--- config.mk ---
export PLATFORM = sky130hd
export DESIGN_NAME = base64_stream_decoder_core
export DESIGN_NICKNAME = d
export VERILOG_FILES = /design/src/design/b64d_pkg.sv /design/src/design/b64d_front.sv /design/src/design/b64d_queue.sv /design/src/design/b64d_back.sv /design/src/design/base64_stream_decoder_core.sv
export VERILOG_INCLUDE_DIRS = /design/src /design/src/design
export SDC_FILE = /design/constraint.sdc
export NUM_CORES = 1
export LEC_CHECK = 0
export BUFFER_PORTS_ARGS = -buffer_cell sky130_fd_sc_hd__buf_2
export CAP_MARGIN = 10
export CORE_ASPECT_RATIO = 1.75
export CORE_MARGIN = 5
export CORE_UTILIZATION = 41
export DETAILED_ROUTE_END_ITERATION = 7
export PLACE_DENSITY_LB_ADDON = 0.1
export SETUP_SLACK_MARGIN = 0.5
export SYNTH_ARGS = -nofsm -noshare
export SYNTH_HDL_FRONTEND = slang
export SYNTH_SLANG_ARGS = --single-unit
--- constraint.sdc ---
create_clock -name clk -period 6.96 [get_ports clk]
set_input_delay 1.044 -clock clk [delete_from_list [all_inputs] [get_ports clk]]
set_output_delay 1.044 -clock clk [all_outputs]
set_load 0.005 [all_outputs]
--- src/design/base64_stream_decoder_core_macros.svh ---
// assertion helpers for the decoder back end (b64d_back)
`ifndef BASE64_STREAM_DECODER_CORE_MACROS_SVH
`define BASE64_STREAM_DECODER_CORE_MACROS_SVH

// condition that must hold at every clock edge out of reset
`define B64D_ASSERT(lbl, expr, msg) \
	lbl: assert property (@(posedge clk) disable iff (!arst_n) (expr)) else $error(msg);

// trigger implies a consequence in the next cycle
`define B64D_ASSERT_NEXT(lbl, trig, expr, msg) \
	lbl: assert property (@(posedge clk) disable iff (!arst_n) (trig) |=> (expr)) \
		else $error(msg);

`endif

--- src/design/b64d_pkg.sv ---
package b64d_pkg;

	localparam int MAX_CHARS = 4096;
	localparam int CNT_W = 12;
	localparam int RAW_CAP = MAX_CHARS / 4 * 3;
	localparam logic [CNT_W-1:0] COUNT_CAP = CNT_W'((RAW_CAP < 4095) ? RAW_CAP : 4095);

	localparam int QDEPTH = 4;
	localparam int QAW = $clog2(QDEPTH);

	typedef enum logic [1:0] {
		KIND_SEXTET = 2'd0,
		KIND_PAD    = 2'd1,
		KIND_BAD    = 2'd2
	} kind_t;

	typedef enum logic [1:0] {
		STATUS_OK  = 2'd0,
		STATUS_LEN = 2'd1,
		STATUS_BAD = 2'd2
	} status_t;

	typedef struct packed {
		kind_t      kind;
		logic [5:0] sextet;
		logic       last;
	} entry_t;

	typedef struct packed {
		logic empty;
		logic full;
	} qstat_t;

endpackage

--- src/design/b64d_front.sv ---
module b64d_front (
	input  logic [7:0]      char_in,
	input  logic            last_char,
	output b64d_pkg::entry_t entry
);
	import b64d_pkg::*;

	localparam logic [7:0] CH_UA = 8'h41;
	localparam logic [7:0] CH_UZ = 8'h5a;
	localparam logic [7:0] CH_LA = 8'h61;
	localparam logic [7:0] CH_LZ = 8'h7a;
	localparam logic [7:0] CH_D0 = 8'h30;
	localparam logic [7:0] CH_D9 = 8'h39;
	localparam logic [7:0] CH_PLUS = 8'h2b;
	localparam logic [7:0] CH_SLASH = 8'h2f;
	localparam logic [7:0] CH_PAD = 8'h3d;

	logic [7:0] diff;

	always_comb begin
		entry.last = last_char;
		entry.kind = KIND_BAD;
		entry.sextet = '0;
		diff = '0;
		priority if (char_in >= CH_UA && char_in <= CH_UZ) begin
			diff = char_in - CH_UA;
			entry.kind = KIND_SEXTET;
			entry.sextet = diff[5:0];
		end else if (char_in >= CH_LA && char_in <= CH_LZ) begin
			diff = char_in - CH_LA + 8'd26;
			entry.kind = KIND_SEXTET;
			entry.sextet = diff[5:0];
		end else if (char_in >= CH_D0 && char_in <= CH_D9) begin
			diff = char_in - CH_D0 + 8'd52;
			entry.kind = KIND_SEXTET;
			entry.sextet = diff[5:0];
		end else if (char_in == CH_PLUS) begin
			entry.kind = KIND_SEXTET;
			entry.sextet = 6'd62;
		end else if (char_in == CH_SLASH) begin
			entry.kind = KIND_SEXTET;
			entry.sextet = 6'd63;
		end else if (char_in == CH_PAD) begin
			entry.kind = KIND_PAD;
		end else begin
			entry.kind = KIND_BAD;
		end
	end

endmodule

--- src/design/b64d_queue.sv ---
module b64d_queue (
	input  logic             clk,
	input  logic             arst_n,
	input  logic             push,
	input  b64d_pkg::entry_t wr_entry,
	input  logic             pop,
	output b64d_pkg::entry_t rd_entry,
	output b64d_pkg::qstat_t qstat
);
	import b64d_pkg::*;

	entry_t           mem_q [QDEPTH];
	logic [QAW-1:0]   wr_ptr_q;
	logic [QAW-1:0]   rd_ptr_q;
	logic [QAW:0]     count_q;

	always_ff @(posedge clk) begin
		if (push) begin
			mem_q[wr_ptr_q] <= wr_entry;
		end
	end

	always_ff @(posedge clk or negedge arst_n) begin
		if (!arst_n) begin
			wr_ptr_q <= '0;
			rd_ptr_q <= '0;
			count_q <= '0;
		end else begin
			if (push) begin
				wr_ptr_q <= wr_ptr_q + 1'b1;
			end
			if (pop) begin
				rd_ptr_q <= rd_ptr_q + 1'b1;
			end
			unique case ({push, pop})
				2'b10: count_q <= count_q + 1'b1;
				2'b01: count_q <= count_q - 1'b1;
				default: count_q <= count_q;
			endcase
		end
	end

	assign rd_entry = mem_q[rd_ptr_q];
	assign qstat.empty = (count_q == '0);
	assign qstat.full = (count_q == (QAW+1)'(QDEPTH));

endmodule

--- src/design/b64d_back.sv ---
module b64d_back (
	input  logic                      clk,
	input  logic                      arst_n,
	input  b64d_pkg::entry_t          entry,
	input  b64d_pkg::qstat_t          qstat,
	output logic                      pop,
	output logic                      out_valid,
	input  logic                      out_stall,
	output logic [7:0]                byte_out,
	output logic                      byte_valid,
	output logic                      done_res,
	output logic [1:0]                status,
	output logic [b64d_pkg::CNT_W-1:0] decoded_count
);
	import b64d_pkg::*;

	`include "base64_stream_decoder_core_macros.svh"

	logic [1:0]       phase_q;
	logic [7:0]       part_q;
	logic [CNT_W-1:0] total_q;
	logic             pad_q;
	logic             bad_q;

	logic             out_valid_q;
	logic [7:0]       byte_q;
	logic             byte_valid_q;
	logic             done_q;
	status_t          status_q;
	logic [CNT_W-1:0] count_q;

	logic             out_ready;
	logic             emit;
	logic             res;
	logic [1:0]       phase_nx;
	logic [7:0]       part_nx;
	logic [7:0]       byte_nx;
	logic [CNT_W-1:0] total_nx;
	logic             pad_nx;
	logic             bad_nx;
	status_t          status_nx;

	assign out_ready = !out_valid_q || !out_stall;
	assign pop = !qstat.empty && out_ready;

	always_comb begin
		emit = 1'b0;
		byte_nx = '0;
		part_nx = part_q;
		pad_nx = pad_q;
		bad_nx = bad_q;
		phase_nx = phase_q + 2'd1;
		// once stopped by pad or a bad char, words are only counted
		if (!pad_q && !bad_q) begin
			unique case (entry.kind)
				KIND_PAD: pad_nx = 1'b1;
				KIND_BAD: bad_nx = 1'b1;
				KIND_SEXTET: begin
					unique case (phase_q)
						2'd0: part_nx = {entry.sextet, 2'b00};
						2'd1: begin
							byte_nx = part_q | {6'b0, entry.sextet[5:4]};
							part_nx = {entry.sextet[3:0], 4'b0};
							emit = 1'b1;
						end
						2'd2: begin
							byte_nx = part_q | {4'b0, entry.sextet[5:2]};
							part_nx = {entry.sextet[1:0], 6'b0};
							emit = 1'b1;
						end
						default: begin
							byte_nx = part_q | {2'b0, entry.sextet};
							part_nx = '0;
							emit = 1'b1;
						end
					endcase
				end
				default: bad_nx = 1'b1;
			endcase
		end
		total_nx = (emit && total_q < COUNT_CAP) ? total_q + 1'b1 : total_q;
		priority if (phase_nx != 2'd0) begin
			status_nx = STATUS_LEN;
		end else if (bad_nx) begin
			status_nx = STATUS_BAD;
		end else begin
			status_nx = STATUS_OK;
		end
		res = emit || entry.last;
	end

	always_ff @(posedge clk or negedge arst_n) begin
		if (!arst_n) begin
			phase_q <= '0;
			part_q <= '0;
			total_q <= '0;
			pad_q <= 1'b0;
			bad_q <= 1'b0;
			out_valid_q <= 1'b0;
		end else begin
			if (pop) begin
				if (entry.last) begin
					phase_q <= '0;
					part_q <= '0;
					total_q <= '0;
					pad_q <= 1'b0;
					bad_q <= 1'b0;
				end else begin
					phase_q <= phase_nx;
					part_q <= part_nx;
					total_q <= total_nx;
					pad_q <= pad_nx;
					bad_q <= bad_nx;
				end
			end
			if (out_ready) begin
				out_valid_q <= pop && res;
			end
		end
	end

	always_ff @(posedge clk) begin
		if (pop && res) begin
			byte_q <= byte_nx;
			byte_valid_q <= emit;
			done_q <= entry.last;
			status_q <= entry.last ? status_nx : STATUS_OK;
			count_q <= (entry.last && status_nx == STATUS_OK) ? total_nx : '0;
		end
	end

	assign out_valid = out_valid_q;
	assign byte_out = byte_q;
	assign byte_valid = byte_valid_q;
	assign done_res = done_q;
	assign status = status_q;
	assign decoded_count = count_q;

	`B64D_ASSERT(a_pop_nonempty, !(pop && qstat.empty), "pop from empty queue")
	`B64D_ASSERT(a_total_cap, total_q <= COUNT_CAP, "byte total above cap")
	`B64D_ASSERT(a_err_count, !(out_valid_q && status_q != STATUS_OK && count_q != '0),
		"nonzero count with error status")
	`B64D_ASSERT_NEXT(a_last_clears, pop && entry.last,
		phase_q == 2'd0 && !pad_q && !bad_q && total_q == '0,
		"string state not cleared after last word")

endmodule

--- src/design/base64_stream_decoder_core.sv ---
// streaming base64 decoder, standard alphabet
// input channel: char_in and last_char with in_valid / in_stall; a word is
// taken when in_valid is high and in_stall is low. last_char marks the end
// of a string.
// output channel: byte_out, byte_valid, done_res, status, decoded_count
// with out_valid / out_stall. a result is produced when a byte completes
// or for the last character; other characters give no result.
// on done_res, status is 0 ok, 1 length not a multiple of four, 2 bad
// character, and decoded_count holds the byte count (0 on error). bytes
// already delivered for a failed string are to be dropped by the user.
// path: a taken character is written into the queue; the back end pops it
// when the output register is free and loads the result into that register,
// which drives out_valid.
// throughput: one character per clock while out_stall is low, set by the
// decode step in the back end and the one-entry output register.
// a 4-entry queue sits between classifier and decoder; while out_stall is
// high the queue fills and in_stall rises when it is full.
// reset empties the queue and clears out_valid and the string state.
module base64_stream_decoder_core (
	input  logic                      clk,
	input  logic                      arst_n,
	input  logic                      in_valid,
	output logic                      in_stall,
	input  logic [7:0]                char_in,
	input  logic                      last_char,
	output logic                      out_valid,
	input  logic                      out_stall,
	output logic [7:0]                byte_out,
	output logic                      byte_valid,
	output logic                      done_res,
	output logic [1:0]                status,
	output logic [b64d_pkg::CNT_W-1:0] decoded_count
);
	import b64d_pkg::*;

	entry_t in_entry;
	entry_t q_entry;
	qstat_t qstat;
	logic   push;
	logic   pop;

	assign in_stall = qstat.full;
	assign push = in_valid && !qstat.full;

	b64d_front u_front (
		.char_in   (char_in),
		.last_char (last_char),
		.entry     (in_entry)
	);

	b64d_queue u_queue (
		.clk      (clk),
		.arst_n   (arst_n),
		.push     (push),
		.wr_entry (in_entry),
		.pop      (pop),
		.rd_entry (q_entry),
		.qstat    (qstat)
	);

	b64d_back u_back (
		.clk           (clk),
		.arst_n        (arst_n),
		.entry         (q_entry),
		.qstat         (qstat),
		.pop           (pop),
		.out_valid     (out_valid),
		.out_stall     (out_stall),
		.byte_out      (byte_out),
		.byte_valid    (byte_valid),
		.done_res      (done_res),
		.status        (status),
		.decoded_count (decoded_count)
	);

endmodule
==> results of run 1 <==
[synth_stat cells (7+ instances only)]
library cell  instances
ha_1                 19
xnor2_1              16
nand2_1              16
clkbuf_1             15
o21ai_0              13
a21oi_1              18
o21ai_1               7
and2_1                7
inv_1                19
nor2_1               43
a22oi_1              10
dfrtp_1              30
mux4_2                8
edfxtp_1             60
[worst paths after layout]
kind / from / end / slack [ns] / depth (start not counted)
min in group asynchronous: arst_n / u_back.total_q[8] / 0.75 / 1
worst max register to register: u_queue.rd_ptr_q[0] / u_back.status[0] / 3.77 / 3
max in group asynchronous: arst_n / u_back.phase_q[1] / 5.72 / 1
worst max-delay path: u_queue.rd_ptr_q[0] / u_back.status[0] / 3.77 / 3
worst min register to register: u_back.part_q[6] / u_back.part_q[6] / 0.49 / 1
worst min-delay path: u_back.part_q[6] / u_back.part_q[6] / 0.49 / 1
[metrics by stage]
stage / worst slack (ns) / cell area [um2] / total power [mW] / cells
floorplan: 4.05 / 4700 / 1.50 / 384
global placement: 3.74 / 4950 / 1.71 / 533
detailed placement: 3.68 / 4950 / 1.72 / 533
CTS: 3.66 / 5250 / 2.22 / 549
global route: 3.46 / 5250 / 2.34 / 549
finish: 3.77 / 5250 / 2.19 / 549
[power breakdown]
part           total [mW]  internal, mW  switching (mW)
Sequential          0.902         0.784           0.118
Clock               0.498         0.281           0.216
Combinational       0.790         0.317           0.473
[cell families after synthesis]
group | after synthesis | share of synthesized area (%)
XOR/XNOR | 19 | 3.54
adder cells (fa/ha/maj) | 20 | 5.49
AO/OA/AOI/OAI | 80 | 11.2
multiplexers | 17 | 6.21
flip-flops | 90 | 54.3
buffers and inverters | 40 | 3.73
AND/OR/NAND/NOR | 118 | 15.5
[sequential cells by signal (all words and copies together) (netlist names)]
name	count
u_back.byte_out	8
u_back.done_res	1
u_queue.count_q	3
u_back.total_q	12
u_back.bad_q	1
u_back.pad_q	1
u_queue.wr_ptr_q	2
u_back.decoded_count	12
u_back.out_valid	1
u_back.phase_q	2
u_back.part_q	6
u_queue.mem_q	36
u_back.status	2
u_queue.rd_ptr_q	2
u_back.byte_valid	1
[final cells by class]
class,count,area [um2]
fillers,996,5910
clock inverters,7,77.6
inverters,19,71.3
well taps,132,165
clock buffers,9,225
repair buffers,38,190
flip-flops and latches,90,2550
multi-input cells,254,1970
[routing by layer]
metal  vias to the layer above  wire length (um)
met2                        58              5410
met3                        24               277
met4                         0               327
met1                      1437              3480
met5                         -                 0
li1                       1463                 -
==> metrics.txt, run 1 <==
syn_nets=417; WL per Instance=17.3 um; htree depth=3; initial antenna violation count=0; drt initial violations=230; post-route clock period utilization=45.9%; post-route setup TNS=0 ns; CP top delay family=compound AO/OA/AOI/OAI gates; synthesized flop and latch total=90; core area=between 10,000 and 15,000 um2; status=complete, no violations; fin. max-slew vios=0; worst vdd ir=slightly above 0.2 mV; M3 GR Usage=approximately 2.0%; Die ar.=roughly 14,000 um2; total gr overflow=0; ant diodes=0; met2 usage=~28%; DP HPWL=about 7 mm; Rows=51; crit-path cells=mux4_2 -> nor3_2 -> o21a_1; endpoints failing setup=0; measured slew at the worst slew-check pin=between 1 and 1.5 ns; slowest stage delay, CP=approximately 0.88 ns; Primary FF master, synth=edfxtp_1; clk buf depth=2; DR DRC count=0; asr flop ratio synth=between 30% and 40%; most frequent cells in the layout=edfxtp_1, nor2_1, buf_2, dfrtp_1; sequential area share after synthesis=~54%; FMAX=between 300 and 400 MHz; count of cell types in the netlist=56; clk slew on worst S/H paths=around 0.07 ns; Worst Clk Skew=around 0.0073 ns; Hold WC Path Type=flop to flop; I/O Buffers=38; min Tclk post-route=between 3 and 4 ns; clock buffer count from CTS=9; vias in the first global route=3,107; Required @ worst endpoint=between 6 and 7 ns; commonest non-fill, non-tap cell in the layout=edfxtp_1; DRT Pass-1 Iters=4; Buf/Inv on CP=0; Max Cap Viol=0; Hold Slack=a little under 0.5 ns; worst skew pair latency=between 0.3 and 0.4 ns; Mapped Area=approximately 4700 um2; # hold bufs at CTS=0; Placer Congestion=~0.85; clock root cell=clkbuf_16; Syn-to-layout area delta=11.8%; final core utilization=between 40% and 50%; Antenna Nets Post-Route=0; area share of the largest cell type after synthesis=about two fifths; Starting Density=42.1%; DR vias=2,982; final hold violations=0; crit path launch type=flop; Yosys warning count=0; CP Capture Type=flop; global route hottest layer=met2; syn avg cell area=12.2 um2; Area contributors post-synth=edfxtp_1, dfrtp_1, ha_1; die span in y=approximately 150 um; WP data arrival=~3.2 ns; Max FO, Critical Path=25; Clock Sinks=90; Leak=~2.0 nW; post-synth top area cell=edfxtp_1; die width=between 90 and 100 um; setup repair after global routing missed its margin=no; Resized cells post-CTS=0; CTS tree=yes; total wire length=approximately 9.5 mm; EDFF count, synth=60; All-Layer GR Usage=about 15%; Pwr Density=~420 nW/um2; Post-CTS Setup Repair Bufs=0; critical path class=flop to flop; Mapped Cells=around 380; vias per inst=5.43; Max-slew headroom=23.8%; largest net degree at the start of global routing=31; ratio of cells with drive above 1 in the final layout=a little under a fifth; grt met1 use=14.8%; num ports=39; CP max-delay cell=o21a_1; final net count=~450; first-pass GRT wire length=about 16 mm
Power figures use the tool's default switching activity.
==> run 2, diff against run 1 <==
==> constraint.sdc (replaced) <==
create_clock -name clk -period 2.6 [get_ports clk]
set_input_delay 0.39 -clock clk [delete_from_list [all_inputs] [get_ports clk]]
set_output_delay 0.39 -clock clk [all_outputs]
set_load 0.005 [all_outputs]
==> run 2 against run 1 <==
Net effect: power grew to 2.8 times the previous value; flip-flop and latch count stayed put; critical path type unchanged; sequential power increased to 2.6 times the previous value; first-iteration DRC count fell by 27%; critical path depth increased by 2; register-to-register slack worse by 3.2 ns.
==> metrics.txt, run 2 (synthesis gave the netlist of run 1 again) <==
multi-input logic area=2040 um2 (+3.4%); slowest stage delay, CP=0.61 ns (-0.27 ns); Filler cells=988 (-0.80%); clk slew on worst S/H paths=0.07 ns (about the same); DR DRC count=0 (unchanged); area occupied by registers=2550 um2 (about the same); DR vias=3,108 (+4.2%); status=complete, no violations; most frequent cells in the layout=edfxtp_1, nor2_1, buf_2, dfrtp_1; Leak=2.12 nW (+5.1%); CTS tree=yes; DRT Pass-1 Iters=5 (+1); Placer Congestion=0.876 (+2.8%); die span in y=152 um (unchanged); ratio of cells with drive above 1 in the final layout=24.9% (+5.8 points); I/O Buffers=38 (unchanged); clk buf depth=2 (unchanged); CP Capture Type=flop; total gr overflow=0 (unchanged); Pwr Density=1130 nW/um2 (+170%); die width=90.9 um (unchanged); crit path launch type=flop; Syn-to-layout area delta=16.5%; Max Cap Viol=0 (unchanged); fin. max-slew vios=0 (unchanged); Biggest register=u_queue.mem_q; crit-path cells=mux4_2 -> buf_4 -> nor4_4 -> xnor2_1 -> nor2_1; CP max-delay cell=mux4_2; Required @ worst endpoint=2.69 ns (-4.24 ns); Max FO, Critical Path=5 (-80%); final net count=465 (+4.5%); Clock Sinks=90 (unchanged); clock root cell=clkbuf_16; worst vdd ir=0.638 mV (+220%); total wire length=9.65 mm (+1.7%); Antenna Nets Post-Route=0 (unchanged); Buf/Inv on CP=1 (+1); drt initial violations=168 (-27%); commonest non-fill, non-tap cell in the layout=edfxtp_1; min Tclk post-route=2.03 ns (-1.16 ns); vias per inst=5.46 (+0.56%); FMAX=493 MHz (+57%); num ports=39 (unchanged); measured slew at the worst slew-check pin=0.759 ns (-0.384 ns); ant diodes=0 (unchanged); Worst Clk Skew=0.00976 ns (+0.00246 ns); Hold WC Path Type=input pin to async pin; Max-slew headroom=49.0% (+25 points); DP HPWL=7.04 mm (+1.1%); CP top delay family=multiplexers; Die ar.=13,800 um2 (unchanged); Starting Density=42.1% (unchanged); Rows=51 (unchanged); max reg flops=36 (unchanged); final hold violations=0 (unchanged); endpoints failing setup=0 (unchanged); clock buffer count from CTS=9 (unchanged); first-pass GRT wire length=16.0 mm (+0.92%); htree depth=3 (unchanged); setup repair after global routing missed its margin=yes; largest net degree at the start of global routing=31 (unchanged); initial antenna violation count=0 (unchanged); critical path class=flop to flop; WP data arrival=2.11 ns (-1.05 ns); worst skew pair latency=0.34 ns (about the same); post-route clock period utilization=78.0% (+32 points); final core utilization=49.0% (+2.0 points); All-Layer GR Usage=14.7% (+0.047 points); WL per Instance=17.0 um (-1.9%); core area=11,200 um2 (unchanged); vias in the first global route=3,210 (+3.3%); post-route setup TNS=0 ns (unchanged)
run 2: changes by cell type in the layout (fill, tap and decap cells not counted), moves of 2 or more:
| cell | delta |
|---|---|
| buf_4 | +16 |
| o21a_4 | +2 |
| clkinv_2 | +2 |
| buf_6 | +2 |
run 2: cell type report:
cell class | instances | share of cell area [%]
sequential | 90 | 46.7
timing repair buffer | 57 | 6.45
tap | 132 | 3.02
clock inverter | 7 | 1.23
inverter | 19 | 1.30
multi-input combinational | 255 | 37.2
clock buffer | 9 | 4.11
run 2: worst reg2reg max path, cell delays in order (launching register included):
cell and delay [ns]:
dfrtp_2 0.41, mux4_2 0.61, buf_4 0.22, nor4_4 0.33
xnor2_1 0.16, nor2_1 0.06
run 2: path summary, 6_finish.rpt:
kind	slack [ns]	from	depth (start not counted)	end
worst min-delay path	0.12	arst_n	1	u_back.out_valid
worst max-delay path	0.57	u_queue.rd_ptr_q[0]	5	u_back.decoded_count[3]
max in group asynchronous	1.94	arst_n	1	u_queue.rd_ptr_q[0]
worst min register to register	0.49	u_back.part_q[6]	1	u_back.part_q[6]
worst max register to register	0.57	u_queue.rd_ptr_q[0]	5	u_back.decoded_count[3]
min in group clk	0.28	last_char	1	u_queue.mem_q[3][0]
run 2: power by group:
group / switching [mW] / internal (mW) / total, mW
sequential: 0.270 / 2.09 / 2.36
clock: 0.530 / 0.741 / 1.27
combinational: 1.44 / 1.12 / 2.56
run 2: metal layers:
layer  track usage, %  vias to the layer above  part of all wire [%]
li1                 -                     1513                     -
met1             14.6                     1524                    36
met2             28.5                       60                    58
met3             3.01                       11                   3.0
met4             7.12                        0                   2.2
met5                0                        -                     0
run 2: repair_timing:
action                                  4_1_cts  5_1_grt
cloned                                        1        0
endpoints found under the setup margin       53       45
pin swaps                                     1        4
hold buffers                                  0        0
resized for setup                             7        7
buffers inserted                              2        4
run 2: stage by stage:
step / cell area [um2] / hold WS, ns / setup WS [ns] / power (mW) / cells
3_3_place_gp: 5070 / 0.475 / 0.365 / 4.73 / 546
2_1_floorplan: 4710 / 0.0944 / 0.510 / 4.03 / 384
5_1_grt: 5470 / 0.181 / 0.463 / 6.62 / 569
6_report: 5470 / 0.118 / 0.571 / 6.19 / 569
4_1_cts: 5410 / 0.145 / 0.522 / 6.17 / 565
3_5_place_dp: 5070 / 0.472 / 0.304 / 4.78 / 546
==> run 3, diff against run 2 <==
--- a/config.mk
+++ b/config.mk
@@ -6,6 +6,7 @@
 export SDC_FILE = /design/constraint.sdc
 export NUM_CORES = 1
 export LEC_CHECK = 0
+export ABC_AREA = 1
 export BUFFER_PORTS_ARGS = -buffer_cell sky130_fd_sc_hd__buf_2
 export CAP_MARGIN = 10
 export CORE_ASPECT_RATIO = 1.75
==> constraint.sdc (replaced) <==
create_clock -name clk -period 1.9 [get_ports clk]
set_input_delay 0.285 -clock clk [delete_from_list [all_inputs] [get_ports clk]]
set_output_delay 0.285 -clock clk [all_outputs]
set_load 0.005 [all_outputs]
==> run 3 against run 2 <==
Net effect: first-iteration DRC count down 17%; sequential share of layout area fell by 9.4 points; clock skew barely moved; via count grew 32%; routed wire length increased by 29%; clock power increased by 42%; largest cell class is now multi-input combinational cells; highest routed layer unchanged.
==> metrics.txt, run 3 <==
status=complete, no violations; Pwr Density=1640 nW/um2 (+45%); largest net degree at the start of global routing=31 (unchanged); Placer Congestion=0.872 (-0.52%); max reg flops=36 (unchanged); WL per Instance=15.7 um (-7.3%); die width=92.2 um (+1.4%); drt initial violations=139 (-17%); EDFF count, synth=60 (unchanged); clk buf depth=2 (unchanged); min Tclk post-route=1.75 ns (-0.277 ns); Max-slew headroom=48.8% (-0.20 points); clk slew on worst S/H paths=0.07 ns (about the same); Syn-to-layout area delta=41.5%; worst skew pair latency=0.35 ns (about the same); most frequent cells in the layout=nand2_1, edfxtp_1, inv_1, buf_4, buf_2; vias per inst=5.18 (-5.1%); Die ar.=14,200 um2 (+2.9%); area share of the largest cell type after synthesis=37.2% (-1.2 points); total wire length=12.5 mm (+29%); Hold WC Path Type=input pin to async pin; FMAX=571 MHz (+16%); commonest cells in the netlist=nand2_1, inv_1, edfxtp_1; DR DRC count=0 (unchanged); Clock Sinks=90 (unchanged); pre-CTS setup slack=-0.187 ns (-0.491 ns); post-synth top area cell=edfxtp_1; syn avg cell area=8.91 um2 (-27%); DR vias=4,105 (+32%); most common cell in the netlist=nand2_1; total gr overflow=0 (unchanged); final worst slack=0.148 ns (-0.423 ns); Antenna Nets Post-Route=0 (unchanged); first-pass GRT wire length=19.4 mm (+22%); sequential area share after synthesis=52.6% (-1.7 points); htree depth=3 (unchanged); Max FO, Critical Path=3 (-2); initial antenna violation count=0 (unchanged); Hold Slack=0.00307 ns (-0.115 ns); Mapped Area=4850 um2 (+3.2%); critical path class=flop to flop; All-Layer GR Usage=17.6% (+2.9 points); Starting Density=41.9% (-0.20 points); grt met1 use=16.3% (+1.8 points); Biggest register=u_queue.mem_q; DP HPWL=8.42 mm (+20%); asr flop ratio synth=33.3% (unchanged); clock buffer count from CTS=9 (unchanged); Worst Clk Skew=0.00977 ns (+0.0000127 ns); ant diodes=0 (unchanged); fin cells=792 (+39%); count of cell types in the netlist=34 (-39%); core area=11,600 um2 (+3.7%); setup repair after global routing missed its margin=yes; ratio of cells with drive above 1 in the final layout=40.2% (+15 points); M3 GR Usage=3.13% (+0.12 points); num ports=39 (unchanged); post-route clock period utilization=92.2% (+14 points); Yosys warning count=0 (unchanged); Leak=2.92 nW (+37%); fin. max-slew vios=0 (unchanged); clock root cell=clkbuf_16; crit path launch type=flop; endpoints failing setup=0 (unchanged); met2 usage=34.7% (+6.2 points); DP Cell Count=737 (+35%); final hold violations=0 (unchanged); WP data arrival=2.02 ns (-0.09 ns); Rows=52 (+2.0%); vias in the first global route=4,063 (+27%); global route hottest layer=met2; CP Capture Type=flop; syn_nets=577 (+38%); Primary FF master, synth=edfxtp_1; Required @ worst endpoint=2.16 ns (-0.53 ns); DRT Pass-1 Iters=5 (unchanged); die span in y=154 um (+1.5%); synthesized flop and latch total=90 (unchanged); final net count=685 (+47%); measured slew at the worst slew-check pin=0.768 ns (+0.00943 ns); Max Cap Viol=0 (unchanged); commonest non-fill, non-tap cell in the layout=nand2_1; worst vdd ir=0.691 mV (+8.3%); Area contributors post-synth=edfxtp_1, dfrtp_1, nand2_1; CTS tree=yes; I/O Buffers=38 (unchanged); post-route setup TNS=0 ns (unchanged); Mapped Cells=544 (+42%)
==> run 3: cell count changes in the layout (fill, tap and decap cells not counted), moves of 13 or more <==
cell and delta:
a21oi_1 -13, buf_4 +27, buf_6 +15, inv_1 +25, inv_2 +13, nand2_1 +107
nand2_2 +25, nand3_1 +26, nand3_2 +15, nand4_1 +13, nor2_1 -13, xnor2_1 -15
==> run 3: layout make-up <==
class	count	area (um2)
clock buffer	9	225
clock inverter	7	73.8
fill	969	4720
inverter	67	293
multi-input combinational	376	2560
sequential	90	2550
tap	135	169
timing repair buffer	108	990
==> run 3: critical path: stages (launching register included) <==
cell     delay [ns]
dfrtp_1        0.42
buf_6          0.13
nor3_4         0.12
inv_2          0.06
nand2_4        0.08
ha_4           0.13
inv_4          0.03
fa_2           0.35
nor2_1         0.09
nor2_1         0.04
nand2_1        0.06
xor2_1         0.15
==> run 3: cells by family after synthesis <==
| kind of cell | after synthesis | share of synthesized area (%) |
|---|---|---|
| adders and majority gates | 20 | 5.31 |
| and+or+nand+nor | 281 | 25.7 |
| AOI/OAI and AO/OA | 60 | 6.91 |
| DFF | 90 | 52.6 |
| xor gates and xnor gates | 12 | 2.17 |
| buffers and inverters | 81 | 7.28 |
==> run 3: power by group <==
| part | switching (mW) | total, mW | internal (mW) | leakage [nW] |
|---|---|---|---|---|
| logic | 3.48 | 6.33 | 2.85 | 1.80 |
| clock network | 0.770 | 1.80 | 1.03 | 0.149 |
| registers | 0.229 | 3.09 | 2.86 | 0.968 |
| total | 4.48 | 11.2 | 6.74 | 2.92 |
==> run 3: worst paths after layout <==
check / from / end / slack (ns) / cells past startpoint
setup reg to reg: u_queue.count_q[1] / u_queue.count_q[2] / 0.15 / 11
max in group asynchronous: arst_n / u_queue.rd_ptr_q[1] / 1.36 / 1
min in group clk: last_char / u_queue.mem_q[0][0] / 0.17 / 1
hold reg to reg: u_back.part_q[7] / u_back.part_q[7] / 0.54 / 2
setup / recovery: u_queue.count_q[1] / u_queue.count_q[2] / 0.15 / 11
hold / removal: arst_n / u_back.total_q[9] / 0.003 / 1
==> run 3: routing by layer <==
layer	vias to the layer above	routed length (um)
met2	99	7420
met4	0	523
li1	2040	-
met3	30	413
met5	-	0
met1	1936	4090
==> run 3: repair_timing <==
action,in CTS,in global routing
pin swaps,42,30
endpoints found under the hold margin,0,0
resized for setup,86,81
setup endpoints to repair,134,138
gates cloned,6,1
buffers inserted,17,15
hold buffers,0,0
==> run 3: through the flow <==
step                util, %  power (mW)  cell area (um2)
floorplan                 -        5.69             5040
global placement       47.7        6.88             5530
detailed placement     47.7        6.97             5530
CTS                    55.7        10.7             6450
global route           59.2        11.9             6860
finish                 59.2        11.2             6860
